===== config.mk =====
export PLATFORM = sky130hd
export DESIGN_NAME = cssc_hue_lerp
export DESIGN_NICKNAME = d
export VERILOG_FILES = /design/src/rtl/core/cssc_pkg.sv /design/src/rtl/core/cssc_hue_lerp.sv
export SDC_FILE = /design/constraint.sdc
export NUM_CORES = 1
export LEC_CHECK = 0
export ABC_CLOCK_PERIOD_IN_PS = 7600
export BUFFER_PORTS_ARGS = -buffer_cell sky130_fd_sc_hd__buf_2
export CAP_MARGIN = 20
export CORE_ASPECT_RATIO = 1.2
export CORE_MARGIN = 2
export CORE_UTILIZATION = 42
export CTS_BUF_LIST = sky130_fd_sc_hd__clkbuf_16
export DETAILED_ROUTE_END_ITERATION = 10
export PLACE_DENSITY = 0.71
export SLEW_MARGIN = 10
export SYNTH_ARGS = -nofsm -noshare
export SYNTH_HDL_FRONTEND = slang
export SYNTH_SLANG_ARGS = --single-unit

===== constraint.sdc =====
create_clock -name clock -period 7.6 [get_ports clock]
set_input_delay 1.14 -clock clock [delete_from_list [all_inputs] [get_ports clock]]
set_output_delay 1.14 -clock clock [all_outputs]
set_load 0.02 [all_outputs]

===== src/rtl/core/cssc_pkg.sv =====
// Shared constants and types of the CSS color function to RGBA converter.
package cssc_pkg;

   localparam int ArgW  = 20;
   localparam int OutW  = 13;
   localparam int FracW = 14;
   localparam int HueW  = 17;

   localparam logic [OutW-1:0] OneQ12  = 13'd4096;
   localparam logic [OutW-1:0] HalfQ12 = 13'd2048;

   localparam logic signed [ArgW-1:0] PctClip  = 20'sd25603;
   localparam logic signed [ArgW-1:0] ByteClip = 20'sd65287;
   localparam logic signed [ArgW-1:0] RawClip  = 20'sd255;

   localparam logic [22:0] PctBias  = 23'd12;
   localparam logic [22:0] ByteBias = 23'd127;
   localparam logic [23:0] PctRecip  = 24'd10737419;
   localparam logic [23:0] ByteRecip = 24'd1052689;
   localparam int RecipShift = 28;

   localparam logic [20:0] HueBias    = 21'd552960;
   localparam logic [14:0] BlockRecip = 15'd23302;
   localparam int BlockShift = 21;
   localparam logic [10:0] BlockDeg   = 11'd90;

   localparam logic [HueW-1:0] Sixth     = 17'd15360;
   localparam logic [HueW-1:0] Third     = 17'd30720;
   localparam logic [HueW-1:0] HalfTurn  = 17'd46080;
   localparam logic [HueW-1:0] TwoThirds = 17'd61440;

   localparam logic [25:0] LerpRound    = 26'd7680;
   localparam logic [16:0] FifteenRecip = 17'd69906;
   localparam int FifteenShift = 20;

   typedef enum logic [1:0] {
      SCALE_BYTE,
      SCALE_PCT,
      SCALE_RAW,
      SCALE_ONE
   } scale_type;

   typedef enum logic [1:0] {
      SEG_RISE,
      SEG_HIGH,
      SEG_FALL,
      SEG_LOW
   } seg_type;

   typedef struct packed {
      seg_type          seg;
      logic [FracW-1:0] frac;
   } hue_pos_type;

   typedef struct packed {
      logic a;
      logic b;
      logic c;
      logic d;
      logic e;
      logic f;
      logic g;
   } pipe_en_type;

   typedef struct packed {
      logic            hsl;
      logic [OutW-1:0] red;
      logic [OutW-1:0] green;
      logic [OutW-1:0] blue;
      logic [OutW-1:0] alpha;
   } side_type;

endpackage


===== src/rtl/core/cssc_hue_lerp.sv =====
// Per-channel HSL interpolation and output select over three stages.
module cssc_hue_lerp (
   input  logic                       clock,
   input  cssc_pkg::pipe_en_type      en,
   input  logic [cssc_pkg::OutW-1:0]  p,
   input  logic [cssc_pkg::OutW-1:0]  q,
   input  logic [cssc_pkg::OutW-1:0]  d,
   input  cssc_pkg::hue_pos_type      pos,
   input  logic                       hsl,
   input  logic [cssc_pkg::OutW-1:0]  rgb,
   output logic [cssc_pkg::OutW-1:0]  value
);
   import cssc_pkg::*;

   logic [25:0]      lp;
   logic [32:0]      zp;
   logic [13:0]      sum;
   logic [13:0]      hv;
   logic [OutW-1:0]  hv_clamp;
   logic [OutW-1:0]  value_in;

   logic [15:0]      y_ff;
   seg_type          seg_e_ff;
   logic [OutW-1:0]  p_e_ff;
   logic [OutW-1:0]  q_e_ff;
   logic [OutW-1:0]  z_ff;
   seg_type          seg_f_ff;
   logic [OutW-1:0]  p_f_ff;
   logic [OutW-1:0]  q_f_ff;
   logic [OutW-1:0]  value_ff;

   // (d*t + 7680) / 15360 as ((... >> 10) / 15)
   assign lp = ({13'b0, d} * {12'b0, pos.frac}) + LerpRound;
   assign zp = {17'b0, y_ff} * {16'b0, FifteenRecip};

   always_comb begin
      sum = {1'b0, p_f_ff} + {1'b0, z_ff};
      unique case (seg_f_ff)
         SEG_RISE, SEG_FALL: hv = sum;
         SEG_HIGH:           hv = {1'b0, q_f_ff};
         SEG_LOW:            hv = {1'b0, p_f_ff};
      endcase
      hv_clamp = (hv > {1'b0, OneQ12}) ? OneQ12 : hv[OutW-1:0];
      value_in = hsl ? hv_clamp : rgb;
   end

   always_ff @(posedge clock) begin
      if (en.e) begin
         y_ff     <= lp[25:10];
         seg_e_ff <= pos.seg;
         p_e_ff   <= p;
         q_e_ff   <= q;
      end
      if (en.f) begin
         z_ff     <= zp[FifteenShift +: OutW];
         seg_f_ff <= seg_e_ff;
         p_f_ff   <= p_e_ff;
         q_f_ff   <= q_e_ff;
      end
      if (en.g) begin
         value_ff <= value_in;
      end
   end

   assign value = value_ff;

endmodule


### After elaboration in Yosys (flattened, before gate mapping)

Cells that the tools add are included.
W data, S select, Z words.

| storage, ports and cells | value |
|---|---|
| flip-flop bits (word level) | 98 |
| input bits | 77 |
| output and inout bits | 13 |
| word-level logic and storage cells | 22 |

| cells by class | value |
|---|---|
| magnitude comparators | 1 |
| equality and inequality tests | 3 |
| mux-type cells | 3 |
| $mul | 2 |
| $add $sub $neg | 2 |
| reductions and logical operators | 2 |

Operators with widths:

| cell | number |
|---|---|
| $pmux W14 S3 | 1 |
| $mul A16 B16 Y32 const B | 1 |
| $add A26 B13 Y26 const B | 1 |
| $mul A13 B14 Y26 | 1 |
| $mux W13 | 2 |
| $add A13 B13 Y14 | 1 |
| $gt A14 B13 Y1 const B | 1 |
| $eq A2 B2 Y1 const B | 2 |
| $eq A2 B1 Y1 const B | 1 |
| $logic_not A2 Y1 | 1 |
| $reduce_or A2 Y1 | 1 |

### Logic depth before layout (Yosys ltp)

| depth | value |
|---|---|
| depth in word-level cells | 6 |
| depth in mapped cells | 22 |
| depth with buffers taken out | 21 |

### Worst setup path before layout

No wires, ideal clock.

| path | value |
|---|---|
| path kind | input to register |
| start | input port d[10] (netlist name) |
| end | register y_ff[15], data pin |
| stages on the path | 20 |
| arrival | 6376 ps |
| required time | 7336 ps |
| path buffers | 1 |
| setup slack | 960 ps |
| setup time | 264 ps |
| path through | clkbuf_1 -> and2_1 -> fa_1 -> inv_1 -> fa_1 -> inv_1 -> fa_1 -> fa_1 -> fa_1 -> inv_1 -> fa_1 -> inv_1 -> ha_1 -> a21o_1 -> a221oi_2 -> a21oi_1 -> nor3_2 -> nor3_1 -> a2111oi_2 -> xnor2_1 |

| on the way | value |
|---|---|
| word-level cells in the longest chain between the ends | 2 |

Ends and longest elaborated chain:

| element | line | text |
|---|---|---|
| start, declared | cssc_hue_lerp.sv:7 | `input logic [cssc_pkg::OutW-1:0] d,` |
| $mul A13 B14 Y26 | cssc_hue_lerp.sv:33 | `assign lp = ({13'b0, d} * {12'b0, pos.frac}) + LerpRound;` |
| $add A26 B13 Y26 | cssc_hue_lerp.sv:33 |  |
| net lp[25] | cssc_hue_lerp.sv:15 | `logic [25:0] lp;` |
| end signal, assigned | cssc_hue_lerp.sv:49 | `y_ff <= lp[25:10];` |
| end, declared | cssc_hue_lerp.sv:22 | `logic [15:0] y_ff;` |

The timed path passes the listed nets, and every way through them passes these cells.
A chain may end at the register's enable or synchronous reset.

### Worst setup path after layout

| path | value |
|---|---|
| start | input port pos[8] (netlist name) |
| end | register y_ff[15], data pin |

| on the way | value |
|---|---|
| word-level cells in the longest chain between the ends | 2 |

Ends and longest elaborated chain:

| element | line | text |
|---|---|---|
| start, declared | cssc_hue_lerp.sv:8 | `input cssc_pkg::hue_pos_type pos,` |
| $mul A13 B14 Y26 | cssc_hue_lerp.sv:33 |  |
| $add A26 B13 Y26 | cssc_hue_lerp.sv:33 |  |
| net lp[25] | cssc_hue_lerp.sv:15 |  |

The timed path passes the listed nets, and every way through them passes these cells.

==> results.json <==
{
  "antenna_found_initial": 0,
  "synthTopCellsByCount": "inv_1 (199), ha_1 (189), fa_1 (153)",
  "min_period_over_period_pct": 87.7,
  "fin_crit_ps": 6670,
  "synthCells": 1116,
  "finalWorstSetupSlack_ps": 932,
  "met2WireLength_um": 11700,
  "crit_slowest_cell": "fa_1",
  "worstPathCellList": "buf_2 -> and2_1 -> fa_1 -> inv_1 -> fa_1 -> inv_1 -> fa_1 -> fa_1 -> fa_1 -> inv_1 -> fa_1 -> inv_1 -> ha_1 -> a21o_1 -> a221oi_2 -> a21oi_1 -> nor3_2 -> nor3_1 -> a2111oi_2 -> xnor2_1",
  "cts.sinks": 98,
  "cp.arrival_ps": 6750,
  "yosys-top-cells-area": "fa_1 (26%), edfxtp_1 (25%), ha_1 (20%), inv_1 (6.3%), and2_1 (4.7%)",
  "clk_path_buf_depth": 2,
  "io_pins": 90,
  "gp_congestion": 0.854,
  "crit_required_ps": 7680,
  "drc": 0,
  "drive_gt1_share_pct": 10.1,
  "track_usage_pct": 16.1,
  "die_y_um": 189,
  "synth-edff-count": 98,
  "finalClockSkew_ps": 8.15,
  "dp_slack_ps": 541,
  "post-dp-hpwl_um": 18500,
  "fin_area_um2": 13000,
  "chipWidth_um": 158,
  "cts_made_buffers": 9,
  "syn_avg_cell_area_um2": 10.7,
  "path_class": "input port to flop",
  "crit_top_cell": "fa_1",
  "ys.flop_type": "edfxtp_1",
  "initial_core_util_pct": 42.7,
  "grt_max_degree": 45,
  "clk_latency_ps": 340,
  "met1Wirelength_um": 9650,
  "core-area_um2": 28000,
  "nFillCells": 2607,
  "cts.clk_slew.worst_paths_ps": 70,
  "antenna_cells": 0,
  "overflow": 0,
  "via_count": 7803,
  "cts-root-buf": "clkbuf_16",
  "grt_pass1_wl_um": 38900,
  "cts_setup_buffers": 0,
  "dr.pass1.iters": 5,
  "worstPathMaxFanout": 13,
  "hold_viol": 0,
  "syn-cell-area_um2": 11900,
  "routed_wl_um": 22700,
  "drt_iter0_drc": 289,
  "max_stage_delay_ps": 540,
  "top_layer": "met4",
  "die-area_um2": 29800,
  "synthArstFlopShare_pct": 0,
  "syn-num-nets": 1535,
  "outcome": "complete, no violations",
  "ant_nets": 0,
  "met3_length_um": 897,
  "maxSlewViolCount": 0,
  "fin_nets": 1598,
  "yosysMostFrequentCell": "inv_1",
  "worst_pin_slew_ps": 1060,
  "cts_tree": "built",
  "fmax_mhz": 150,
  "ys_types": 57,
  "slew_headroom_pct": 29.1,
  "hold_path.class": "flop to flop",
  "yosysTopAreaCell": "fa_1",
  "htreeDepth": 3,
  "finalSetupViolations": 0,
  "yosysTopAreaCellShare_pct": 25.6,
  "ys_seq_elements": 98,
  "cp-end-kind": "flop",
  "wl_per_cell_um": 14.5,
  "setup_tns_ps": 0,
  "rsz0062_at_grt": "false",
  "area_growth_pct": 8.94,
  "cts_hold_repair.buffers": 0,
  "start_kind": "input port",
  "io_buffers": 85,
  "place_area_um2": 12700,
  "ys_seq_area_share_pct": 24.6,
  "rows": 67,
  "cts_resized": 0,
  "via_per_inst": 5.00,
  "yosysWarnings": 0,
  "grt_pass1_vias": 8226,
  "worst_hold_slack_ps": 414,
  "maxCapViolations": 0
}
metrics by stage:
stage | instances | utilization (%)
finish | 1562 | 46.5
detailed placement | 1547 | 45.4
CTS | 1562 | 46.5
global placement | 1547 | 45.4
global route | 1562 | 46.5
floorplan | 1116 | -
flip-flops by register name (all words and copies together) (netlist names):
| name | count |
|---|---|
| y_ff | 16 |
| p_f_ff | 13 |
| q_e_ff | 13 |
| z_ff | 13 |
| seg_f_ff | 2 |
| q_f_ff | 13 |
| seg_e_ff | 2 |
| value | 13 |
| p_e_ff | 13 |
worst max-delay path: cells and delay by family:
family / cells / cell delay [ps]
adders and majority gates: 7 / 3450
AOI/OAI and AO/OA: 4 / 1120
and+or+nand+nor: 3 / 540
buffers and inverters: 5 / 380
xor gates and xnor gates: 1 / 100
final cells by class:
type / count / area (µm²) / share of cell area, %
multi-input combinational: 785 / 8130 / 62.5
sequential: 98 / 2940 / 22.6
inverter: 199 / 747 / 5.74
tap: 379 / 474 / 3.64
timing repair buffer: 86 / 433 / 3.33
clock buffer: 9 / 225 / 1.73
clock inverter: 6 / 63.8 / 0.490
layout by cell type, fill, tap and decap left out, types with 5 or more instances in the layout:
cell / n
mux2i_1: 13
buf_2: 85
nor2_1: 31
nand2_1: 114
nor3_1: 13
o21ai_0: 21
xnor2_1: 23
ha_1: 189
clkbuf_16: 9
o2bb2ai_1: 6
nand4_1: 6
xor2_1: 12
a32o_1: 6
inv_1: 199
edfxtp_1: 98
and2_1: 89
nand3_1: 7
fa_1: 153
a21o_1: 11
o21a_1: 11
a21oi_1: 18
or3_1: 5
cell families after synthesis:
group | count (synthesis) | synth area share, %
adder cells (fa/ha/maj) | 342 | 45.4
flip-flops | 98 | 24.6
buffers and inverters | 233 | 7.32
AND/OR/NAND/NOR | 287 | 11.9
multiplexers | 16 | 1.37
XOR/XNOR | 35 | 2.57
AO/OA/AOI/OAI | 105 | 6.76
worst paths after layout:
kind	cells past startpoint	end	slack [ps]	startpoint
worst min-delay path	0	q_f_ff[8]	410	q_e_ff[8]
worst min register to register	0	q_f_ff[8]	410	q_e_ff[8]
worst max-delay path	20	y_ff[15]	930	pos[8]
worst max register to register	16	z_ff[10]	3020	y_ff[7]
layer usage:
metal / track usage (%) / vias to the layer above
met5: 0 / -
met4: 3.92 / 0
met3: 1.31 / 34
met2: 29.3 / 191
met1: 20.6 / 3807
li1: - / 3771
Power is not shown: default switching activity piles up to over one toggle a cycle in this logic, so the estimate is an artifact.
