$ cat src/rtl/core/cssc_pkg.sv
// Shared constants and types of the CSS color function to RGBA converter.
package cssc_pkg;

   localparam int ArgW  = 20;
   localparam int OutW  = 13;
   localparam int FracW = 14;
   localparam int HueW  = 17;

   localparam logic [OutW-1:0] OneQ12  = 13'd4096;
   localparam logic [OutW-1:0] HalfQ12 = 13'd2048;

   localparam logic signed [ArgW-1:0] PctClip  = 20'sd25603;
   localparam logic signed [ArgW-1:0] ByteClip = 20'sd65287;
   localparam logic signed [ArgW-1:0] RawClip  = 20'sd255;

   localparam logic [22:0] PctBias  = 23'd12;
   localparam logic [22:0] ByteBias = 23'd127;
   localparam logic [23:0] PctRecip  = 24'd10737419;
   localparam logic [23:0] ByteRecip = 24'd1052689;
   localparam int RecipShift = 28;

   localparam logic [20:0] HueBias    = 21'd552960;
   localparam logic [14:0] BlockRecip = 15'd23302;
   localparam int BlockShift = 21;
   localparam logic [10:0] BlockDeg   = 11'd90;

   localparam logic [HueW-1:0] Sixth     = 17'd15360;
   localparam logic [HueW-1:0] Third     = 17'd30720;
   localparam logic [HueW-1:0] HalfTurn  = 17'd46080;
   localparam logic [HueW-1:0] TwoThirds = 17'd61440;

   localparam logic [25:0] LerpRound    = 26'd7680;
   localparam logic [16:0] FifteenRecip = 17'd69906;
   localparam int FifteenShift = 20;

   typedef enum logic [1:0] {
      SCALE_BYTE,
      SCALE_PCT,
      SCALE_RAW,
      SCALE_ONE
   } scale_type;

   typedef enum logic [1:0] {
      SEG_RISE,
      SEG_HIGH,
      SEG_FALL,
      SEG_LOW
   } seg_type;

   typedef struct packed {
      seg_type          seg;
      logic [FracW-1:0] frac;
   } hue_pos_type;

   typedef struct packed {
      logic a;
      logic b;
      logic c;
      logic d;
      logic e;
      logic f;
      logic g;
   } pipe_en_type;

   typedef struct packed {
      logic            hsl;
      logic [OutW-1:0] red;
      logic [OutW-1:0] green;
      logic [OutW-1:0] blue;
      logic [OutW-1:0] alpha;
   } side_type;

endpackage

$ cat src/rtl/core/cssc_hsl_prep.sv
// Hue wrap, HSL p/q terms and per-channel hue segment over four stages.
module cssc_hsl_prep (
   input  logic                              clock,
   input  cssc_pkg::pipe_en_type             en,
   input  logic signed [cssc_pkg::ArgW-1:0]  hue,
   input  logic [cssc_pkg::OutW-1:0]         sat_q12,
   input  logic [cssc_pkg::OutW-1:0]         light_q12,
   output logic [cssc_pkg::OutW-1:0]         p,
   output logic [cssc_pkg::OutW-1:0]         q,
   output logic [cssc_pkg::OutW-1:0]         d,
   output cssc_pkg::hue_pos_type [2:0]       pos
);
   import cssc_pkg::*;

   function automatic hue_pos_type locate(input logic [HueW-1:0] t);
      hue_pos_type      r;
      logic [HueW-1:0]  fall;
      fall   = TwoThirds - t;
      r.frac = '0;
      priority if (t < Sixth) begin
         r.seg  = SEG_RISE;
         r.frac = t[FracW-1:0];
      end else if (t < HalfTurn) begin
         r.seg = SEG_HIGH;
      end else if (t < TwoThirds) begin
         r.seg  = SEG_FALL;
         r.frac = fall[FracW-1:0];
      end else begin
         r.seg = SEG_LOW;
      end
      return r;
   endfunction

   logic [20:0]      biased;
   logic [25:0]      bprod;
   logic [10:0]      rem_w;
   logic [HueW-1:0]  h_in;
   logic             big;
   logic [13:0]      mfac;
   logic [26:0]      ml;
   logic [26:0]      rnd_w;
   logic [14:0]      rnd;
   logic [14:0]      q_w;
   logic [OutW-1:0]  q_in;
   logic [13:0]      p_w;
   logic [OutW-1:0]  p_in;
   logic [OutW-1:0]  d_in;
   logic [2:0][HueW-1:0] tch;
   hue_pos_type [2:0] pos_in;

   logic [10:0]      blk_ff;
   logic [9:0]       lo_ff;
   logic [3:0]       bq_ff;
   logic [HueW-1:0]  h_ff;
   logic [26:0]      ml_ff;
   logic [OutW-1:0]  sc_ff;
   logic [OutW-1:0]  lc_ff;
   logic [HueW-1:0]  hc_ff;
   logic             bigc_ff;
   logic [OutW-1:0]  p_ff;
   logic [OutW-1:0]  q_ff;
   logic [OutW-1:0]  d_ff;
   hue_pos_type [2:0] pos_ff;

   // stage a: bias hue positive, split into 4-degree blocks, block / 90
   always_comb begin
      biased = {hue[ArgW-1], hue} + HueBias;
      bprod  = {15'b0, biased[20:10]} * {11'b0, BlockRecip};
   end

   // stage b: remainder of blocks mod 90 gives hue in one turn
   always_comb begin
      rem_w = blk_ff - ({7'b0, bq_ff} * BlockDeg);
      h_in  = {rem_w[6:0], lo_ff};
   end

   // stage c: lightness product
   always_comb begin
      big  = light_q12 >= HalfQ12;
      mfac = big ? {1'b0, sat_q12} : ({1'b0, sat_q12} + 14'd4096);
      ml   = {14'b0, light_q12} * {13'b0, mfac};
   end

   // stage d: q, p, spread and channel hue positions
   always_comb begin
      rnd_w = ml_ff + 27'd2048;
      rnd   = rnd_w[26:12];
      q_w   = bigc_ff ? ({2'b00, lc_ff} + {2'b00, sc_ff} - rnd) : rnd;
      q_in  = q_w[OutW-1:0];
      p_w   = {lc_ff, 1'b0} - {1'b0, q_in};
      p_in  = p_w[OutW-1:0];
      d_in  = q_in - p_in;
      tch[0] = (hc_ff >= TwoThirds) ? (hc_ff - TwoThirds) : (hc_ff + Third);
      tch[1] = hc_ff;
      tch[2] = (hc_ff < Third) ? (hc_ff + TwoThirds) : (hc_ff - Third);
      for (int k = 0; k < 3; k++) begin
         pos_in[k] = locate(tch[k]);
      end
   end

   always_ff @(posedge clock) begin
      if (en.a) begin
         blk_ff <= biased[20:10];
         lo_ff  <= biased[9:0];
         bq_ff  <= bprod[BlockShift +: 4];
      end
      if (en.b) begin
         h_ff <= h_in;
      end
      if (en.c) begin
         ml_ff   <= ml;
         sc_ff   <= sat_q12;
         lc_ff   <= light_q12;
         hc_ff   <= h_ff;
         bigc_ff <= big;
      end
      if (en.d) begin
         p_ff   <= p_in;
         q_ff   <= q_in;
         d_ff   <= d_in;
         pos_ff <= pos_in;
      end
   end

   assign p   = p_ff;
   assign q   = q_ff;
   assign d   = d_ff;
   assign pos = pos_ff;

endmodule

$ cat config.mk
export PLATFORM = sky130hd
export DESIGN_NAME = cssc_hsl_prep
export DESIGN_NICKNAME = d
export VERILOG_FILES = /design/src/rtl/core/cssc_pkg.sv /design/src/rtl/core/cssc_hsl_prep.sv
export SDC_FILE = /design/constraint.sdc
export NUM_CORES = 1
export LEC_CHECK = 0
export BUFFER_PORTS_ARGS = -buffer_cell sky130_fd_sc_hd__buf_2
export CAP_MARGIN = 5
export CORE_AREA = 2 2 168 170
export CTS_CLUSTER_SIZE = 30
export DETAILED_ROUTE_END_ITERATION = 16
export DIE_AREA = 0 0 170 172
export PLACE_DENSITY = 0.85
export SKIP_LAST_GASP = 1
export SYNTH_ARGS = -nofsm -noshare
export SYNTH_HDL_FRONTEND = slang
export SYNTH_SLANG_ARGS = --single-unit
$ cat constraint.sdc
create_clock -name clock -period 7.9 [get_ports clock]
set_clock_uncertainty 0.05 [all_clocks]
set_input_delay 1.185 -clock clock [delete_from_list [all_inputs] [get_ports clock]]
set_output_delay 1.185 -clock clock [all_outputs]
set_load 0.01 [all_outputs]
After elaboration in Yosys (flattened, before gate mapping):

Index checks and enable logic that the tools add are counted.

* output and inout bits: 87
* register bits: 194
* logic and storage cells: 73

* muxes and demuxes: 19
* $add $sub $neg: 15
* $mul: 3
* reduce and logical (&&, ||, !) cells: 3
* $lt $le $gt $ge: 12

Operator list (count)
* 14-bit two-way mux: 10
* 17-bit by 16-bit < comparator with 1-bit output (second input constant): 6
* 17-bit by 14-bit < comparator with 1-bit output (second input constant): 3
* 14-bit subtractor (first input constant): 3
* 13-bit subtractor: 3
* 17-bit two-way mux: 2
* 25-bit by 12-bit adder with 25-bit output (second input constant): 1
* 13-bit by 14-bit multiplier with 25-bit output: 1
* 11-bit by 14-bit multiplier with 24-bit output (second input constant): 1
* 21-bit by 20-bit adder with 21-bit output (second input constant): 1
* 17-bit by 15-bit adder with 17-bit output (second input constant): 1
* 17-bit by 16-bit adder with 17-bit output (second input constant): 1
* 17-bit by 16-bit >= comparator with 1-bit output (second input constant): 1
* 17-bit by 15-bit < comparator with 1-bit output (second input constant): 1
* 17-bit by 15-bit subtractor with 17-bit output (second input constant): 1
* 17-bit by 16-bit subtractor with 17-bit output (second input constant): 1
* 13-bit by 13-bit adder with 14-bit output (second input constant): 1
* 13-bit adder: 1
* 13-bit by 12-bit >= comparator with 1-bit output (second input constant): 1
* 13-bit two-way mux: 1
* 7-bit subtractor: 1
* 4-bit by 6-bit multiplier with 6-bit output (second input constant): 1
* 1-bit two-way mux: 6
* 2-bit OR reduction: 3

Depth between registers and ports, before layout:

* depth after elaboration: 6
* mapped depth: 26
* depth with buffers taken out: 26

Worst setup path before layout:

OpenSTA, ideal clock, no wires.

* path kind: input -> register
* start point: in light_q12[3] (netlist bit)
* end point: reg ml_ff[24], data pin
* stages: 21
* data required time: 7590 ps
* arrival: 6517 ps
* setup slack: 1073 ps
* buffers on the path: 1
* cells stage by stage: clkbuf_1 -> nand2_1 -> fa_1 -> inv_1 -> fa_1 -> fa_1 -> inv_1 -> fa_1 -> fa_1 -> inv_1 -> ha_1 -> and3_1 -> a221o_1 -> a31o_2 -> a21o_1 -> a21oi_1 -> o211ai_1 -> a31oi_1 -> o31ai_1 -> a21oi_1 -> xnor2_1

* word-level cells in the longest chain between the ends: 3

Ends and longest elaborated chain
* start: declaration: line cssc_hsl_prep.sv:7 `input logic [cssc_pkg::OutW-1:0] light_q12,`
* 13-bit by 12-bit >= comparator with 1-bit output: line cssc_hsl_prep.sv:79 `big = light_q12 >= HalfQ12;`
* 14-bit two-way mux: line cssc_hsl_prep.sv:80 `mfac = big ? {1'b0, sat_q12} : ({1'b0, sat_q12} + 14'd4096);`
* 13-bit by 14-bit multiplier with 25-bit output *: line cssc_hsl_prep.sv:81 `ml = {14'b0, light_q12} * {13'b0, mfac};`
* named net ml[24]: line cssc_hsl_prep.sv:40 `logic [26:0] ml;`
* end signal: assignment: line cssc_hsl_prep.sv:111 `ml_ff <= ml;`
* end: declaration: line cssc_hsl_prep.sv:55 `logic [26:0] ml_ff;`

Mark *: on every way through the listed nets, which the timed path passes. The rest lies on a longest branch.
A chain may end at the register's enable or synchronous reset.

Worst setup path after layout:

* start point: in light_q12[3] (netlist bit)
* end point: reg ml_ff[21], data pin

The elaborated chain is that of the path after synthesis.

==> metrics <==
routed length per instance=16.5 um; data arrival at the endpoint of the critical path=6940 ps; count of standard-cell rows=61; post-synthesis sequential area ratio=0.322; Net Switching=3730 uW; Top-Level Pins=141; clock period minus worst slack=6810 ps; post-synthesis instance area=16900 um^2; power per cell area=460 nW/um^2; WL final=34.1 mm; final worst slack=1090 ps; DRT iter0 DRCs=932; Worst IR Drop VDD=302 uV; cell type with the highest occurrence count on the critical path=fa_1; overall die width=170 um; final-report max-slew violation count=0; deepest clock path buffer count=2; top cells by area in the synthesized netlist=edfxtp_1 32%, fa_1 20%, ha_1 13%, inv_1 6.3%, nand2_1 3.3%; Critical Path Slowest Stage Cell=fa_1; critical path's largest stage delay=550 ps; yosys synthesis warning count=0; Req. time, crit path=8030 ps; leakage dissipation=0.00869 uW; area growth from synthesis to final layout=9.36%; count of buffer and inverter cells on the critical path=4; GP Congestion=0.910; Hold Path Class=reg2reg; global-route wire length before repair=57.3 mm; overall global routing resource usage=0.247; H-tree depth=4; aggregate negative setup slack=0 ps; CP endpoint kind=flop; Initial Util=0.614; post-placement setup slack=668 ps; worst-path fanout max=15; total number of nets in the final design=2112; startpoint-to-endpoint class of the critical path=in2reg; count of unique library cells instantiated by Yosys=69; Avg Synthesized Cell Area=10.6 um^2; pin count of the biggest net entering global routing=86; synthesized net count=1999; core outline area=27500 um^2; antenna violation net count after detailed routing=0; upper clock frequency limit=147 MHz; Antenna Cells=0; clock tree from TritonCTS=done; fraction of registers with async set or reset after synthesis=0; worst max-slew margin expressed relative to the limit=0.227; final cycle utilization of the critical path=0.862; number of setup buffers added after CTS=0; fill count=1992; Pre-Repair DR Iteration Count=5; Overflow after GRT=0; CTS clock-pin slew for the worst setup and hold paths=70 ps; die outline height=172 um; Post-synth EDFFs=181; startpoint type of the worst setup path=primary input; count of buffers from port buffering=136; Cell Chain, Critical Path=buf_2 -> nand2_1 -> fa_1 -> inv_1 -> fa_1 -> fa_1 -> inv_1 -> fa_1 -> fa_1 -> inv_1 -> ha_1 -> and3_1 -> a221o_1 -> a31o_2 -> a21o_1 -> a21oi_1 -> o211ai_1 -> a31oi_1 -> o21bai_1 -> a21oi_1 -> xnor2_1; setup violation total in the final timing report=0; share of final-layout standard cells stronger than drive strength 1=0.109; hold buffer count at cts=0; TritonCTS Sinks=181; clock share of power=0.100; switching part of the total power=0.439; clk_lat worst skew=440 ps; Combinational Power Share=0.679; sum of net half-perimeters after detailed placement=26.5 mm; Via Count=11700; hold violation count in the final report=0; kind of cell adding the most delay to the critical path=adder cells; number of synthesized register bits=181; antenna violations before repair=1; number of buffers added by the clock tree synthesis step=17; number of instances resized during post-cts repair=0; Vias per Instance=5.67; Syn Inst Count=1592; max cap viols=0; via count of the first global-routing pass=12100; unrepaired setup endpoints after global routing=false; Internal Dissipation=4760 uW; most area-hungry cell type in the Yosys netlist=edfxtp_1; sequential power share=0.221; clock root buffer=clkbuf_16; area share of the largest cell type after synthesis=0.322; Total Die Area=29200 um^2; post-route DRC violation count=0; transition time at the pin with the least slew margin=1150 ps; run status=completed; Primary FF master, synth=edfxtp_1
## metrics by stage
| step | utilization | cell area, um^2 | power, uW | cells | hold WS (ps) |
|---|---|---|---|---|---|
| 2_1_floorplan | - | 16900 | 6350 | 1592 | 350 |
| 3_3_place_gp | 0.649 | 17800 | 7300 | 2032 | 351 |
| 3_5_place_dp | 0.649 | 17800 | 7620 | 2032 | 355 |
| 4_1_cts | 0.672 | 18500 | 8530 | 2064 | 373 |
| 5_1_grt | 0.672 | 18500 | 9400 | 2064 | 376 |
| 6_report | 0.672 | 18500 | 8490 | 2064 | 370 |
## per-layer routing
metal,share of wire,track usage
met1,0.41,0.314
met5,0.00047,0
met4,0.031,0.102
met2,0.49,0.423
met3,0.067,0.0426
## sequential cells by signal, indices dropped and copies added (netlist names)
register  flops
blk_ff        7
sc_ff        13
d            12
lc_ff        13
bigc_ff       1
bq_ff         4
h_ff         17
lo_ff        10
ml_ff        14
hc_ff        17
p            13
q            12
pos          48
## cell type report
cell class | instances | area, um^2 | area share
multi-input cells | 1081 | 10200 | 0.552
clock buffers | 18 | 429 | 0.0233
inverters | 283 | 1060 | 0.0576
clock inverters | 14 | 185 | 0.0100
flip-flops and latches | 181 | 5440 | 0.295
repair buffers | 141 | 721 | 0.0391
well taps | 346 | 433 | 0.0235
## final timing paths
kind / startpoint / end / slack [ps] / cells after the start
max: light_q12[3] / ml_ff[21] / 1090 / 21
min: h_ff[3] / hc_ff[3] / 370 / 0
max reg2reg: ml_ff[11] / d[10] / 1790 / 25
min reg2reg: h_ff[3] / hc_ff[3] / 370 / 0
## power groups by stage
| stage | Clock [uW] | Combinational [uW] | Sequential (uW) |
|---|---|---|---|
| after floorplan | 0 | 4400 | 1950 |
| after global routing | 904 | 6580 | 1910 |
| final | 849 | 5760 | 1880 |
| after global placement | 0 | 5420 | 1880 |
| after detailed placement | 0 | 5720 | 1900 |
| after CTS | 864 | 5780 | 1880 |
## cell usage after synthesis (6+ instances only)
cell type / number
inv_1: 282
edfxtp_1: 181
ha_1: 181
fa_1: 172
nand2_1: 147
and2_1: 81
xnor2_1: 61
nor2_1: 53
o21ai_0: 52
a21oi_1: 45
clkbuf_1: 39
xor2_1: 37
a21o_1: 27
a22o_1: 24
nand3_1: 20
nor3_1: 18
nor2b_1: 16
nand2b_1: 12
and3_1: 9
mux2i_1: 9
or3_1: 9
o21a_1: 8
a31oi_1: 7
o21ai_1: 7
nand4_1: 6
o21bai_1: 6
## kinds of logic after synthesis
family          count (synthesis)  synth area share
compound gates                223            0.0887
xor+xnor                       99            0.0518
fa+ha+maj                     356             0.340
buf+inv                       330            0.0741
flops                         181             0.322
mux                            13           0.00801
other cells                     1          0.000222
simple gates                  389             0.115
## cell usage in the layout, fill, tap and decap left out, types with 27 or more instances in the layout
cell type,synthesis,final
buf_2,4,135
a21o_1,27,27
nor2_1,53,53
xor2_1,37,37
a21oi_1,45,45
inv_1,282,282
nand2_1,147,147
o21ai_0,52,52
and2_1,81,81
ha_1,181,181
xnor2_1,61,61
edfxtp_1,181,181
fa_1,172,172
(Power assumes the default switching activity.)
