**src/rtl/core/cssc_pkg.sv**
```systemverilog
// Shared constants and types of the CSS color function to RGBA converter.
package cssc_pkg;

   localparam int ArgW  = 20;
   localparam int OutW  = 13;
   localparam int FracW = 14;
   localparam int HueW  = 17;

   localparam logic [OutW-1:0] OneQ12  = 13'd4096;
   localparam logic [OutW-1:0] HalfQ12 = 13'd2048;

   localparam logic signed [ArgW-1:0] PctClip  = 20'sd25603;
   localparam logic signed [ArgW-1:0] ByteClip = 20'sd65287;
   localparam logic signed [ArgW-1:0] RawClip  = 20'sd255;

   localparam logic [22:0] PctBias  = 23'd12;
   localparam logic [22:0] ByteBias = 23'd127;
   localparam logic [23:0] PctRecip  = 24'd10737419;
   localparam logic [23:0] ByteRecip = 24'd1052689;
   localparam int RecipShift = 28;

   localparam logic [20:0] HueBias    = 21'd552960;
   localparam logic [14:0] BlockRecip = 15'd23302;
   localparam int BlockShift = 21;
   localparam logic [10:0] BlockDeg   = 11'd90;

   localparam logic [HueW-1:0] Sixth     = 17'd15360;
   localparam logic [HueW-1:0] Third     = 17'd30720;
   localparam logic [HueW-1:0] HalfTurn  = 17'd46080;
   localparam logic [HueW-1:0] TwoThirds = 17'd61440;

   localparam logic [25:0] LerpRound    = 26'd7680;
   localparam logic [16:0] FifteenRecip = 17'd69906;
   localparam int FifteenShift = 20;

   typedef enum logic [1:0] {
      SCALE_BYTE,
      SCALE_PCT,
      SCALE_RAW,
      SCALE_ONE
   } scale_type;

   typedef enum logic [1:0] {
      SEG_RISE,
      SEG_HIGH,
      SEG_FALL,
      SEG_LOW
   } seg_type;

   typedef struct packed {
      seg_type          seg;
      logic [FracW-1:0] frac;
   } hue_pos_type;

   typedef struct packed {
      logic a;
      logic b;
      logic c;
      logic d;
      logic e;
      logic f;
      logic g;
   } pipe_en_type;

   typedef struct packed {
      logic            hsl;
      logic [OutW-1:0] red;
      logic [OutW-1:0] green;
      logic [OutW-1:0] blue;
      logic [OutW-1:0] alpha;
   } side_type;

endpackage

```
**src/rtl/core/cssc_arg_scale.sv**
```systemverilog
// Two-stage scaling of one Q.8 argument to a clamped Q.12 unit value.
module cssc_arg_scale (
   input  logic                              clock,
   input  cssc_pkg::pipe_en_type             en,
   input  cssc_pkg::scale_type               scale,
   input  logic signed [cssc_pkg::ArgW-1:0]  value,
   output logic [cssc_pkg::OutW-1:0]         scaled
);
   import cssc_pkg::*;

   logic             nonpos;
   logic             sat;
   logic [22:0]      num_wide;
   logic [ArgW-1:0]  num;
   logic [23:0]      recip;
   logic [43:0]      prod;
   logic [OutW-1:0]  scaled_in;

   logic [OutW-1:0]  quot_ff;
   logic [11:0]      raw_ff;
   logic             nonpos_ff;
   logic             sat_ff;
   scale_type        scale_ff;
   logic [OutW-1:0]  scaled_ff;

   always_comb begin
      nonpos = value[ArgW-1] || (value == '0);
      unique case (scale)
         SCALE_PCT: begin
            sat      = value > PctClip;
            num_wide = {2'b00, value[18:0], 2'b00} + PctBias;
         end
         SCALE_BYTE: begin
            sat      = value > ByteClip;
            num_wide = {value[18:0], 4'b0000} + ByteBias;
         end
         SCALE_RAW: begin
            sat      = value > RawClip;
            num_wide = '0;
         end
         SCALE_ONE: begin
            sat      = 1'b1;
            num_wide = '0;
         end
      endcase
      num   = num_wide[ArgW-1:0];
      recip = (scale == SCALE_PCT) ? PctRecip : ByteRecip;
      prod  = {24'b0, num} * {20'b0, recip};
   end

   always_comb begin
      priority if (scale_ff == SCALE_ONE) scaled_in = OneQ12;
      else if (nonpos_ff)                 scaled_in = '0;
      else if (sat_ff)                    scaled_in = OneQ12;
      else if (scale_ff == SCALE_RAW)     scaled_in = {1'b0, raw_ff};
      else                                scaled_in = quot_ff;
   end

   always_ff @(posedge clock) begin
      if (en.a) begin
         quot_ff   <= prod[RecipShift +: OutW];
         raw_ff    <= {value[7:0], 4'b0000};
         nonpos_ff <= nonpos;
         sat_ff    <= sat;
         scale_ff  <= scale;
      end
      if (en.b) begin
         scaled_ff <= scaled_in;
      end
   end

   assign scaled = scaled_ff;

endmodule

```
**config.mk**
```make
export PLATFORM = sky130hd
export DESIGN_NAME = cssc_arg_scale
export DESIGN_NICKNAME = d
export VERILOG_FILES = /design/src/rtl/core/cssc_pkg.sv /design/src/rtl/core/cssc_arg_scale.sv
export SDC_FILE = /design/constraint.sdc
export NUM_CORES = 1
export LEC_CHECK = 0
export ABC_AREA = 1
export BUFFER_PORTS_ARGS = -buffer_cell sky130_fd_sc_hd__buf_2
export CAP_MARGIN = 10
export CELL_PAD_IN_SITES_DETAIL_PLACEMENT = 1
export CELL_PAD_IN_SITES_GLOBAL_PLACEMENT = 2
export CORE_MARGIN = 1
export CORE_UTILIZATION = 40
export CTS_CLUSTER_DIAMETER = 100
export DETAILED_ROUTE_END_ITERATION = 12
export PLACE_DENSITY_LB_ADDON = 0.08
export SYNTH_ARGS = -nofsm -noshare
export SYNTH_HDL_FRONTEND = slang
export SYNTH_SLANG_ARGS = --single-unit
```
**constraint.sdc**
```tcl
create_clock -name clock -period 9 [get_ports clock]
set_input_delay 0.45 -clock clock [delete_from_list [all_inputs] [get_ports clock]]
set_output_delay 0.45 -clock clock [all_outputs]
set_load 0.01 [all_outputs]
```
# Word level (Yosys, flattened, before mapping)
# Cells that the tools add are included.
[totals]
input_bits = 30
word_cells = 29
out_inout_bits = 13
ff_bits = 38
[classes]
n_eq_ne = 5
n_reduce_logical = 5
magnitude_cmp = 3
n_mul = 1
muxes = 6
addsub = 2
[ops]
columns = ["operator", "count"]
rows = [
  ["20-bit one-hot mux with 3 select lines", 1],
  ["20-bit by 24-bit multiplier with 41-bit output", 1],
  ["13-bit two-way mux", 3],
  ["24-bit two-way mux", 1],
  ["20-bit by 4-bit adder with 20-bit output, second input constant", 1],
  ["20-bit by 7-bit adder with 20-bit output, second input constant", 1],
  ["20-bit by 16-bit greater-than comparator with 1-bit output, second input constant", 1],
  ["20-bit by 17-bit greater-than comparator with 1-bit output, second input constant", 1],
  ["20-bit by 9-bit greater-than comparator with 1-bit output, second input constant", 1],
  ["20-bit logical NOT", 1],
  ["2-bit equality test, second input constant", 4],
  ["1-bit one-hot mux with 4 select lines", 1],
  ["3-bit OR reduction", 1],
  ["2-bit by 1-bit equality test with 1-bit output, second input constant", 1],
  ["2-bit logical NOT", 1],
  ["2-bit OR reduction", 1],
  ["1-bit logical OR", 1],
]

# Logic depth before layout (Yosys ltp)
# Gate-level depths: netlist of the first run.
[depth]
depth_word = 4
depth_mapped = 36
ltp_nobuf = 36

# Worst setup path after synthesis of the first run
# Ideal clock, no wire load.
[synth_timing]
kind = "input to register"
start = "input value[1] in the netlist's numbering"
end = "register quot_ff[12], data pin"
arrival_time_ps = 6404
cell_stages = 31
path_slack_ps = 2343
setup_ps = 253
t_required_ps = 8747
n_path_buf = 0
cell_sequence = "inv_1 -> ha_1 -> nand2_1 -> inv_2 -> nor2_2 -> nand2_1 -> clkinv_1 -> nand3_1 -> nand3_1 -> nand2_1 -> nand2_1 -> nor2_1 -> fa_1 -> inv_1 -> fa_1 -> inv_1 -> fa_1 -> fa_1 -> fa_1 -> inv_1 -> fa_1 -> inv_1 -> ha_1 -> ha_1 -> nand2_1 -> nor2_1 -> nand2_1 -> nor2_1 -> nand4_1 -> nand4_1 -> nand2_1"
[synth_between]
elab_chain_cells = 3
elab_cells_between_ends = 4
cone_classes = "add/sub (2); mul (1); mux (1)"
[synth_rtl]
columns = ["item", "line_no", "rtl"]
rows = [
  ["start: declaration", "cssc_arg_scale.sv:6", "input logic signed [cssc_pkg::ArgW-1:0] value,"],
  ["20-bit by 4-bit adder with 20-bit output or 20-bit by 7-bit adder with 20-bit output (tied branches)", "cssc_arg_scale.sv:31, cssc_arg_scale.sv:35", ""],
  ["20-bit one-hot mux with 3 select lines *", "cssc_arg_scale.sv:28", "unique case (scale)"],
  ["20-bit by 24-bit multiplier with 41-bit output *", "cssc_arg_scale.sv:48", "prod = {24'b0, num} * {20'b0, recip};"],
  ["named net prod[40]", "cssc_arg_scale.sv:16", "logic [43:0] prod;"],
  ["end signal: assignment", "cssc_arg_scale.sv:61", "quot_ff <= prod[RecipShift +: OutW];"],
  ["end: declaration", "cssc_arg_scale.sv:19", "logic [OutW-1:0] quot_ff;"],
]
# The timed path passes the listed nets; every way through them passes the cells marked *.
# A chain may end at the register's enable or synchronous reset.

# Final worst setup path of the first run
[layout_timing]
start = "input value[0] in the netlist's numbering"
end = "register quot_ff[10], data pin"
# Same word-level chain as after synthesis.

==> reports/qor.yml, run 1 <==
timing.critical_path.buf_inv: 9
status: "completed"
synthToLayoutAreaGrowth_pct: 8.09
routability_congestion_estimate_from_global_placement: 0.895
synth.yosys.seq_area_share: 0.0893
maxCapViolCount: 0
area_occupied_by_registers_um2: 1140
fin_area_um2: 13800
numPortBuffers: 37
postRouteAntennaNets: 0
cts.reportedPaths.clkPinSlew_ns: 0.06
multi_input_gate_area_um2: 10000
cts_resized: 0
cts-buffers-inserted: 5
layout.filler_cells: 3904
die_width_um: 181
count_of_final_max_slew_check_failures: 0
post_drt_via_cell_ratio: 4.89
synthDistinctLibCells: 39
final.setup.tns_ns: 0
path_common_cell: "sky130_fd_sc_hd__nand2_1"
critPathArrivalTime_ns: 7.60
final.min_clock_period_ns: 7.63
grt_start_max_net_pins: 26
antenna-diode-count: 0
crit_path_end_kind: "flop"
htreeDepth: 2
reg2regPathDepth: 3
pwr_density_cell_nw_per_um2: 300
cts_max_path_buffers: 2
cts.sink_count: 38
clock-skew-final_ns: 0.00286
vdd.ir_drop.worst_uv: 241
hold_buffers: 0
starting_utilization_of_the_core_area: 0.406
ys_seq_elements: 38
mappedNetlistArea_um2: 12800
regToRegEndpoint: "scaled[4]"
setup_viol: 0
min-delay-path-class: "input pin to flop"
r2r_setup_slack_ns: 7.34
clock_latency_ns: 0.28
crit_path_top_delay_cell: "sky130_fd_sc_hd__fa_1"
cp_max_fo: 7
cts.root.buffer_cell: "sky130_fd_sc_hd__clkbuf_16"
grt_antenna_before_repair: 1
vias: 10200
required_ns: 8.97
synth_cells: 1604
yosysWarningCount: 0
detail_route.iter0.violations: 342
worstSetupPathType: "input pin to flop"
hold-path-cell-count: 1
design.die.area_um2: 32700
post_synth.cell_area_avg_um2: 7.97
routed_wirelength_mm: 38.7
io-pin-count: 43
layout.nets: 2140
final_hold_violation_count: 0
timing.final.crit_share: 0.847
r2r_start: "scale_ff[0]"
die-height_um: 181
max_slew_headroom: 0.302
cts_tree: "yes"
min_from: "value[1]"
grt_use_total: 0.249
static-leakage-power_nw: 8.03
post_dp_cell_area_um2: 13600
global_route.overflow_total: 0
wire_length_of_the_first_global_routing_pass_mm: 60.9
rsz0062_at_grt: "no"
postCtsSetupRepairBufs: 0
hold_end: "raw_ff[5]"
critical_path.max_stage_delay_ns: 0.56
number_of_global_route_vias_before_repair: 10800
row_count: 65
cp_top_family: "adder cells"
dpl.hpwl_mm: 36.3
drc: 0
max_clock_freq_mhz: 131
floorplan.core_area_um2: 31500
final_layout_size_suffix_gt1_frac: 0.0655
firstDrtPassIters: 5
worstMarginPinSlew_ns: 1.04
route.detailed.wl_per_inst_um: 18.6
setup.worst_path.start_class: "input pin"
-- routing by layer --
metal,track usage,part of all wire,vias up
met3,0.0316,0.042,26
met5,0,0,-
li1,-,-,4967
met4,0.0485,0.017,0
met1,0.348,0.47,5056
met2,0.411,0.47,128
-- logic make-up after synthesis --
group                      synth area share
and+or+nand+nor                       0.188
adders and majority gates             0.539
buffers and inverters                 0.136
DFF                                  0.0893
xor gates and xnor gates            0.00480
other                              0.000587
AOI/OAI and AO/OA                    0.0427
-- cell usage after synthesis, drive strengths merged --
cell	count	area, µm²
clkinv	3	12.5
conb	2	7.51
a211oi	1	7.51
ha	232	2900
nand2	337	1290
nor2	130	533
edfxtp	38	1140
o21ai	38	198
a21boi	1	7.51
nand3b	1	20.0
a21oi	50	250
o211ai	1	7.51
and2	2	12.5
xor2	4	35.0
nor4	3	18.8
xnor2	3	26.3
nor3	24	158
fa	199	3980
a21o	2	15.0
inv	448	1680
clkbuf	4	15.0
or3	1	6.26
nand4	19	119
nand3	43	225
or2	3	18.8
o21bai	8	60.1
buf	7	35.0
-- worst reg2reg max path, stage by stage (launching register included) --
cell and delay (ns):
sky130_fd_sc_hd__edfxtp_1 0.52, sky130_fd_sc_hd__nor2_1 0.65, sky130_fd_sc_hd__nand2_1 0.14, sky130_fd_sc_hd__a21oi_1 0.19
-- layout make-up --
type,count,share of cell area
clock buffer,5,0.00905
clock inverter,3,0.00498
inverter,451,0.123
multi-input combinational,1134,0.724
sequential,38,0.0826
tap,402,0.0364
timing repair buffer,49,0.0199
-- through the flow --
stage | instances | total power [W] | worst slack [ns] | hold WS (ns) | utilization
5_1_grt | 2082 | 0.00474 | 0.833 | 0.429 | 0.439
4_1_cts | 2082 | 0.00425 | 1.39 | 0.413 | 0.439
3_3_place_gp | 2074 | 0.00395 | 1.22 | 0.539 | 0.433
6_report | 2082 | 0.00415 | 1.37 | 0.419 | 0.439
3_5_place_dp | 2074 | 0.00399 | 1.12 | 0.540 | 0.433
2_1_floorplan | 1634 | 0.00280 | 2.34 | 0.520 | -
-- power breakdown --
part / leakage [nW] / internal, W / switching (W)
Combinational: 7.55 / 0.00122 / 0.00243
Clock: 0.0940 / 0.000159 / 0.0000674
Sequential: 0.381 / 0.000270 / 0.0000115
Total: 8.03 / 0.00164 / 0.00250
-- worst max-delay path by stage --
stage	start	end	slack (ns)	cells past startpoint
6_report	value[0]	quot_ff[10]	1.37	33
5_1_grt	value[1]	quot_ff[10]	0.83	34
4_1_cts	value[0]	quot_ff[10]	1.39	27
3_5_place_dp	value[0]	quot_ff[10]	1.12	27
3_3_place_gp	value[0]	quot_ff[10]	1.22	27
2_1_floorplan	value[1]	quot_ff[12]	2.34	31
-- cells in the final DEF (no fill, tap or decap), types with 2 or more instances in the layout --
cell type,synthesis,layout
sky130_fd_sc_hd__a21o_1,2,2
sky130_fd_sc_hd__a21oi_1,50,50
sky130_fd_sc_hd__and2_1,2,2
sky130_fd_sc_hd__buf_2,7,37
sky130_fd_sc_hd__buf_4,0,12
sky130_fd_sc_hd__bufinv_16,0,2
sky130_fd_sc_hd__clkbuf_16,0,5
sky130_fd_sc_hd__clkinv_1,2,2
sky130_fd_sc_hd__conb_1,2,32
sky130_fd_sc_hd__edfxtp_1,38,38
sky130_fd_sc_hd__fa_1,199,199
sky130_fd_sc_hd__ha_1,232,232
sky130_fd_sc_hd__inv_1,427,427
sky130_fd_sc_hd__inv_2,21,21
sky130_fd_sc_hd__nand2_1,330,330
sky130_fd_sc_hd__nand2_2,6,6
sky130_fd_sc_hd__nand3_1,41,41
sky130_fd_sc_hd__nand3_2,2,2
sky130_fd_sc_hd__nand4_1,19,19
sky130_fd_sc_hd__nor2_1,118,118
sky130_fd_sc_hd__nor2_2,9,9
sky130_fd_sc_hd__nor2_4,3,3
sky130_fd_sc_hd__nor3_1,19,19
sky130_fd_sc_hd__nor3_2,3,3
sky130_fd_sc_hd__nor3_4,2,2
sky130_fd_sc_hd__nor4_1,3,3
sky130_fd_sc_hd__o21ai_0,22,22
sky130_fd_sc_hd__o21ai_1,14,14
sky130_fd_sc_hd__o21ai_2,2,2
sky130_fd_sc_hd__o21bai_1,8,8
sky130_fd_sc_hd__or2_2,2,2
sky130_fd_sc_hd__xnor2_1,3,3
sky130_fd_sc_hd__xor2_1,4,4
-- flip-flops by register name, summed over array words and instances (netlist names) --
signal     cells
quot_ff       13
scaled        13
raw_ff         8
scale_ff       2
nonpos_ff      1
sat_ff         1
Note: power is estimated with default switching activity, not from simulation.
==> run 2, diff against run 1 <==
--- a/config.mk
+++ b/config.mk
@@ -5,13 +5,13 @@
 export SDC_FILE = /design/constraint.sdc
 export NUM_CORES = 1
 export LEC_CHECK = 0
-export ABC_AREA = 1
+export ABC_AREA = 0
 export BUFFER_PORTS_ARGS = -buffer_cell sky130_fd_sc_hd__buf_2
 export CAP_MARGIN = 10
 export CELL_PAD_IN_SITES_DETAIL_PLACEMENT = 1
 export CELL_PAD_IN_SITES_GLOBAL_PLACEMENT = 2
 export CORE_MARGIN = 1
-export CORE_UTILIZATION = 40
+export CORE_UTILIZATION = 43
 export CTS_CLUSTER_DIAMETER = 100
 export DETAILED_ROUTE_END_ITERATION = 12
 export PLACE_DENSITY_LB_ADDON = 0.08
==> constraint.sdc (replaced) <==
create_clock -name clock -period 7.49 [get_ports clock]
set_input_delay 0.3745 -clock clock [delete_from_list [all_inputs] [get_ports clock]]
set_output_delay 0.3745 -clock clock [all_outputs]
set_load 0.01 [all_outputs]
==> run 2 against run 1 <==
  * Sequential power is 27% higher
  * Clock skew barely moved
  * Cell count is 22% lower
  * Total power fell by 3.1%
  * Area after synthesis shrank 14%
==> reports/qor.yml, run 2 <==
status: "completed"
crit_path_end_kind: "flop"
grt_start_max_net_pins: 26
asyncSetResetFlopFracSynth: 0
worstMarginPinSlew_ns: 0.615
synth_edf_count: 38
global_route.overflow_total: 0
min-delay-path-class: "input pin to flop"
cts_max_path_buffers: 2
yosys.area.top_type_share: 0.363
cp_max_fo: 5
dpl.hpwl_mm: 29.2
timing.final.crit_share: 0.974
setup_viol: 0
postRouteAntennaNets: 0
floorplan.core_area_um2: 25100
routed_wirelength_mm: 32.4
ys_dominant_reg_cell: "sky130_fd_sc_hd__edfxtp_1"
reg2regPathDepth: 4
grt-busiest-layer: "met2"
synthDistinctLibCells: 50
ys_top_cells_by_area: "sky130_fd_sc_hd__fa_1 (36%), sky130_fd_sc_hd__ha_1 (26%), sky130_fd_sc_hd__edfxtp_1 (10%), sky130_fd_sc_hd__inv_1 (10%), sky130_fd_sc_hd__xnor2_1 (1.8%)"
cts.root.buffer_cell: "sky130_fd_sc_hd__clkbuf_16"
timing.critical_path.from: "value[4]"
critical_path_cell_count: 30
synth_cells: 1076
number_of_global_route_vias_before_repair: 8996
static-leakage-power_nw: 7.43
cell_with_the_most_instances_after_synthesis: "sky130_fd_sc_hd__inv_1"
cts.reportedPaths.clkPinSlew_ns: 0.05
antenna-diode-count: 0
post_drt_via_cell_ratio: 4.92
layout.cells.most_common: "sky130_fd_sc_hd__inv_1"
die_width_um: 162
grt.met1_usage: 0.356
setup.worst_path.start_class: "input pin"
io-pin-count: 43
starting_utilization_of_the_core_area: 0.437
max_slew_headroom: 0.588
pwr_density_cell_nw_per_um2: 298
mappedNetlistArea_um2: 11000
synth.yosys.seq_area_share: 0.104
cp_top_family: "adder cells"
yosysWarningCount: 0
max_clock_freq_mhz: 137
routability_congestion_estimate_from_global_placement: 0.963
required_ns: 7.53
cts_tree: "yes"
regToRegEndpoint: "scaled[6]"
post_synth.cell_area_avg_um2: 10.2
design.die.area_um2: 26200
worstSetupPathType: "input pin to flop"
final.min_clock_period_ns: 7.29
ys_seq_elements: 38
final_hold_violation_count: 0
clock_latency_ns: 0.29
synthToLayoutAreaGrowth_pct: 22.9
critPathArrivalTime_ns: 7.33
vdd.ir_drop.worst_uv: 412
drc: 0
firstDrtPassIters: 4
grt_util_met2: 0.461
crit_path_top_delay_cell: "sky130_fd_sc_hd__fa_1"
count_of_final_max_slew_check_failures: 0
numPortBuffers: 37
grt_antenna_before_repair: 0
r2r_start: "scale_ff[1]"
wire_length_of_the_first_global_routing_pass_mm: 50.8
htreeDepth: 2
grt_use_total: 0.264
fin_hold_ws_ns: 0.350
path_common_cell: "sky130_fd_sc_hd__buf_4"
met3_usage: 0.0125
clock-skew-final_ns: 0.00288
vias: 8018
cts.sink_count: 38
cts-buffers-inserted: 5
row_count: 58
netlist.top_cell.by_area: "sky130_fd_sc_hd__fa_1"
final_layout_size_suffix_gt1_frac: 0.227
die-height_um: 162
maxCapViolCount: 0
post_synth_most_frequent_cells: "sky130_fd_sc_hd__inv_1 (292), sky130_fd_sc_hd__ha_1 (231), sky130_fd_sc_hd__fa_1 (199), sky130_fd_sc_hd__nor2_1 (43), sky130_fd_sc_hd__nand2_1 (39)"
timing.critical_path.buf_inv: 9
r2r_setup_slack_ns: 5.70
crit_path_end: "quot_ff[11]"
critical_path.max_stage_delay_ns: 0.58
final_cell_mix: "sky130_fd_sc_hd__inv_1 (282), sky130_fd_sc_hd__ha_1 (218), sky130_fd_sc_hd__fa_1 (185), sky130_fd_sc_hd__buf_4 (164), sky130_fd_sc_hd__nor2_1 (39)"
route.detailed.wl_per_inst_um: 19.9
layout.nets: 1758
detail_route.iter0.violations: 299
final.setup.tns_ns: 0
## run 2: cell count changes after synthesis, moves of 14 or more
cell	before	now
sky130_fd_sc_hd__a21oi_1	50	26
sky130_fd_sc_hd__clkbuf_1	4	20
sky130_fd_sc_hd__inv_1	427	292
sky130_fd_sc_hd__inv_2	21	0
sky130_fd_sc_hd__nand2_1	330	39
sky130_fd_sc_hd__nand3_1	41	11
sky130_fd_sc_hd__nor2_1	118	43
sky130_fd_sc_hd__xnor2_1	3	23
sky130_fd_sc_hd__xor2_1	4	18
## run 2: worst min path at each step
stage / from / end / cells past startpoint
5_1_grt: value[3] / raw_ff[7] / 1
2_1_floorplan: value[6] / raw_ff[10] / 0
4_1_cts: value[3] / raw_ff[7] / 1
6_report: value[3] / raw_ff[7] / 1
3_3_place_gp: quot_ff[3] / scaled[3] / 1
3_5_place_dp: quot_ff[3] / scaled[3] / 1
## run 2: repair_timing
action	4_1_cts	5_1_grt
endpoints found under the hold margin	0	0
cloned	0	0
setup endpoints to repair	5	10
pin swaps	14	62
hold buffers	0	0
buffers inserted	2	9
gates resized for setup	13	71
## run 2: cell type report
| class | count | area [µm²] |
|---|---|---|
| Tap cell | 330 | 413 |
| Clock inverter | 1 | 30.0 |
| Fill cell | 2828 | 11600 |
| Timing Repair Buffer | 205 | 1500 |
| Clock buffer | 7 | 133 |
| Multi-Input combinational cell | 755 | 9170 |
| Inverter | 293 | 1100 |
| Sequential cell | 38 | 1140 |
## run 2: kinds of logic after synthesis
logic type	synth area share
AND/OR/NAND/NOR	0.0681
flip-flops	0.104
adder cells (fa/ha/maj)	0.627
buffers and inverters	0.107
AO/OA/AOI/OAI	0.0606
other	0.000685
XOR/XNOR	0.0327
## run 2: where the power goes
| part | leakage [nW] | total [W] | internal (W) | switching (W) |
|---|---|---|---|---|
| clock | 0.0781 | 0.000245 | 0.000157 | 0.0000870 |
| sequential | 0.382 | 0.000356 | 0.000327 | 0.0000283 |
| combinational | 6.97 | 0.00342 | 0.00164 | 0.00178 |
| total | 7.43 | 0.00402 | 0.00212 | 0.00190 |
## run 2: worst register-to-register path, cell delays in order, from the launching register on
cell	delay (ns)
sky130_fd_sc_hd__edfxtp_1	0.41
sky130_fd_sc_hd__clkinv_1	0.31
sky130_fd_sc_hd__nor2_1	0.59
sky130_fd_sc_hd__a22oi_1	0.20
sky130_fd_sc_hd__nor2_1	0.14
## run 2: metrics by stage
| step | area, µm² | power (W) | std cells | util | setup WS (ns) |
|---|---|---|---|---|---|
| detailed placement | 12800 | 0.00347 | 1610 | 0.511 | -0.438 |
| global route | 13500 | 0.00451 | 1629 | 0.537 | -0.0654 |
| floorplan | 11100 | 0.00227 | 1106 | - | 0.0974 |
| CTS | 13000 | 0.00379 | 1620 | 0.520 | 0.0152 |
| finish | 13500 | 0.00402 | 1629 | 0.537 | 0.198 |
| global placement | 12800 | 0.00339 | 1610 | 0.511 | -0.379 |
## run 2: metal layers
| layer | share of wire | vias to the layer above |
|---|---|---|
| met4 | 0.029 | 0 |
| met5 | 0 | - |
| met1 | 0.45 | 4098 |
| met2 | 0.50 | 108 |
| met3 | 0.022 | 31 |
| li1 | - | 3781 |
==> run 3, diff against run 2 <==
--- a/config.mk
+++ b/config.mk
@@ -5,13 +5,14 @@
 export SDC_FILE = /design/constraint.sdc
 export NUM_CORES = 1
 export LEC_CHECK = 0
-export ABC_AREA = 0
+export ABC_AREA = 1
 export BUFFER_PORTS_ARGS = -buffer_cell sky130_fd_sc_hd__buf_2
 export CAP_MARGIN = 10
 export CELL_PAD_IN_SITES_DETAIL_PLACEMENT = 1
 export CELL_PAD_IN_SITES_GLOBAL_PLACEMENT = 2
 export CORE_MARGIN = 1
-export CORE_UTILIZATION = 43
+export CORE_UTILIZATION = 40
+export CTS_BUF_LIST = sky130_fd_sc_hd__clkbuf_8
 export CTS_CLUSTER_DIAMETER = 100
 export DETAILED_ROUTE_END_ITERATION = 12
 export PLACE_DENSITY_LB_ADDON = 0.08
==> run 3 against run 2 <==
  * Total power increased by 24%
  * Utilization decreased by 9.2 points
  * Via count increased by 28%
  * Routed wire length increased by 24%
  * Sequential share of layout area decreased by 0.32 points
  * Sequential cell count unchanged
  * Worst hold slack got worse by 0.0073 ns
  * Design area increased by 3.9%
  * Sequential power decreased by 5%
  * Register-to-register slack improved by 0.19 ns
  * Critical path depth decreased by 4
  * Setup slack improved by 0.27 ns
  * Critical endpoint is now quot_ff[10]
  * Largest power group unchanged
==> reports/qor.yml, run 3 (synthesized netlist as in run 1, its figures left out) <==
detail_route.iter0.violations: 454
cts_max_path_buffers: 2
multi_input_gate_area_um2: 10000
layout.filler_cells: 3991
layout.nets: 2178
maxCapViolCount: 0
floorplan.core_area_um2: 31500
antenna-diode-count: 0
crit_path_end_kind: "flop"
count_of_final_max_slew_check_failures: 0
min-delay-path-class: "input pin to flop"
starting_utilization_of_the_core_area: 0.406
final-instance-count-excl-fill: 2119
fin_hold_ws_ns: 0.343
cts.sink_count: 38
htreeDepth: 2
final_layout_size_suffix_gt1_frac: 0.0874
placed_cells_incl_taps: 2112
required_ns: 7.49
layout.cells.most_common: "sky130_fd_sc_hd__inv_1"
worstSetupPathType: "input pin to flop"
cts.reportedPaths.clkPinSlew_ns: 0.07
cts_tree: "yes"
hold_buffers: 0
wire_length_of_the_first_global_routing_pass_mm: 62.8
vias: 10300
final_hold_violation_count: 0
numPortBuffers: 37
clock-skew-final_ns: 0.00706
grt_antenna_before_repair: 2
dpl.hpwl_mm: 38.0
critPathArrivalTime_ns: 7.03
row_count: 65
synthToLayoutAreaGrowth_pct: 9.59
route.detailed.wl_per_inst_um: 19.0
die_width_um: 181
fin_area_um2: 14000
final_cell_mix: "sky130_fd_sc_hd__inv_1 (427), sky130_fd_sc_hd__nand2_1 (330), sky130_fd_sc_hd__ha_1 (231), sky130_fd_sc_hd__fa_1 (199), sky130_fd_sc_hd__nor2_1 (117)"
core_utilization_of_the_finished_layout: 0.445
design.die.area_um2: 32700
vdd.ir_drop.worst_uv: 389
grt_use_total: 0.257
cts.root.buffer_cell: "sky130_fd_sc_hd__clkbuf_8"
cts-buffers-inserted: 5
setup_viol: 0
post_drt_via_cell_ratio: 4.84
postRouteAntennaNets: 0
final.setup.tns_ns: 0
rsz0062_at_grt: "no"
grt_start_max_net_pins: 26
cp_max_fo: 5
die-height_um: 181
max_clock_freq_mhz: 142
status: "completed"
static-leakage-power_nw: 8.17
max_slew_headroom: 0.510
routability_congestion_estimate_from_global_placement: 0.914
global_route.overflow_total: 0
clock_latency_ns: 0.29
drc: 0
io-pin-count: 43
timing.final.crit_share: 0.938
pwr_density_cell_nw_per_um2: 354
setup.worst_path.start_class: "input pin"
number_of_global_route_vias_before_repair: 11100
area_occupied_by_registers_um2: 1140
final.min_clock_period_ns: 7.02
routed_wirelength_mm: 40.2
post_dp_cell_area_um2: 13900
firstDrtPassIters: 5
worstMarginPinSlew_ns: 0.733
## run 3: cell count changes in the layout (fill, tap and decap cells not counted), sizes merged, moves of 20 or more
cell,delta
nand2,+298
inv,+157
buf,-117
nor2,+87
nand3,+32
a21oi,+24
xnor2,-20
## run 3: per-stage QoR
step | setup WS [ns] | power (W)
4_1_cts | 0.435 | 0.00505
5_1_grt | 0.0308 | 0.00563
3_3_place_gp | 0.251 | 0.00483
3_5_place_dp | 0.178 | 0.00489
6_report | 0.465 | 0.00497
2_1_floorplan | 0.908 | 0.00336
## run 3: area by class of cell
cell class                      count  share of cell area
Multi-Input combinational cell   1134               0.715
Inverter                          451               0.121
Sequential cell                    38              0.0814
Timing Repair Buffer               87              0.0409
Tap cell                          402              0.0359
Clock buffer                        5             0.00491
Clock inverter                      2            0.000714
## run 3: final timing paths
check | start | to | slack [ns] | cells after the start
setup / recovery | value[10] | quot_ff[10] | 0.47 | 26
hold / removal | value[1] | raw_ff[5] | 0.34 | 1
setup reg to reg | scale_ff[0] | scaled[10] | 5.89 | 3
hold reg to reg | quot_ff[1] | scaled[1] | 0.57 | 2
## run 3: timing repair
action                     CTS  global route
resized for setup            0             3
setup endpoints to repair    0             3
setup buffers                0             0
## run 3: metal layers
metal	GRT usage	vias up	wire length, µm
met1	0.366	5081	19200
met5	0	-	0
li1	-	5032	-
met2	0.434	125	19200
met3	0.0236	23	1400
met4	0.0291	0	370
## run 3: worst max-delay path, stage by stage
cell                      delay [ns]
sky130_fd_sc_hd__buf_2          0.16
sky130_fd_sc_hd__nand2_1        0.20
sky130_fd_sc_hd__nor2_1         0.22
sky130_fd_sc_hd__inv_1          0.14
sky130_fd_sc_hd__nor2_4         0.23
sky130_fd_sc_hd__nand2_1        0.08
sky130_fd_sc_hd__nand2_1        0.10
sky130_fd_sc_hd__nand3_2        0.19
sky130_fd_sc_hd__fa_1           0.66
sky130_fd_sc_hd__inv_1          0.11
sky130_fd_sc_hd__fa_1           0.51
sky130_fd_sc_hd__fa_1           0.55
sky130_fd_sc_hd__fa_1           0.56
sky130_fd_sc_hd__inv_1          0.06
sky130_fd_sc_hd__fa_1           0.51
sky130_fd_sc_hd__fa_1           0.55
sky130_fd_sc_hd__inv_1          0.04
sky130_fd_sc_hd__ha_1           0.28
sky130_fd_sc_hd__ha_1           0.33
sky130_fd_sc_hd__nand2_1        0.11
sky130_fd_sc_hd__nor2_1         0.25
sky130_fd_sc_hd__nand3_1        0.19
sky130_fd_sc_hd__nor2_1         0.18
sky130_fd_sc_hd__nand4_1        0.15
sky130_fd_sc_hd__nand4_1        0.13
sky130_fd_sc_hd__nand2_1        0.17
## run 3: power breakdown
group          total, W  internal, W  switching, W
Clock          0.000131    0.0000624     0.0000685
Sequential     0.000338     0.000324     0.0000146
Combinational   0.00450      0.00154       0.00296
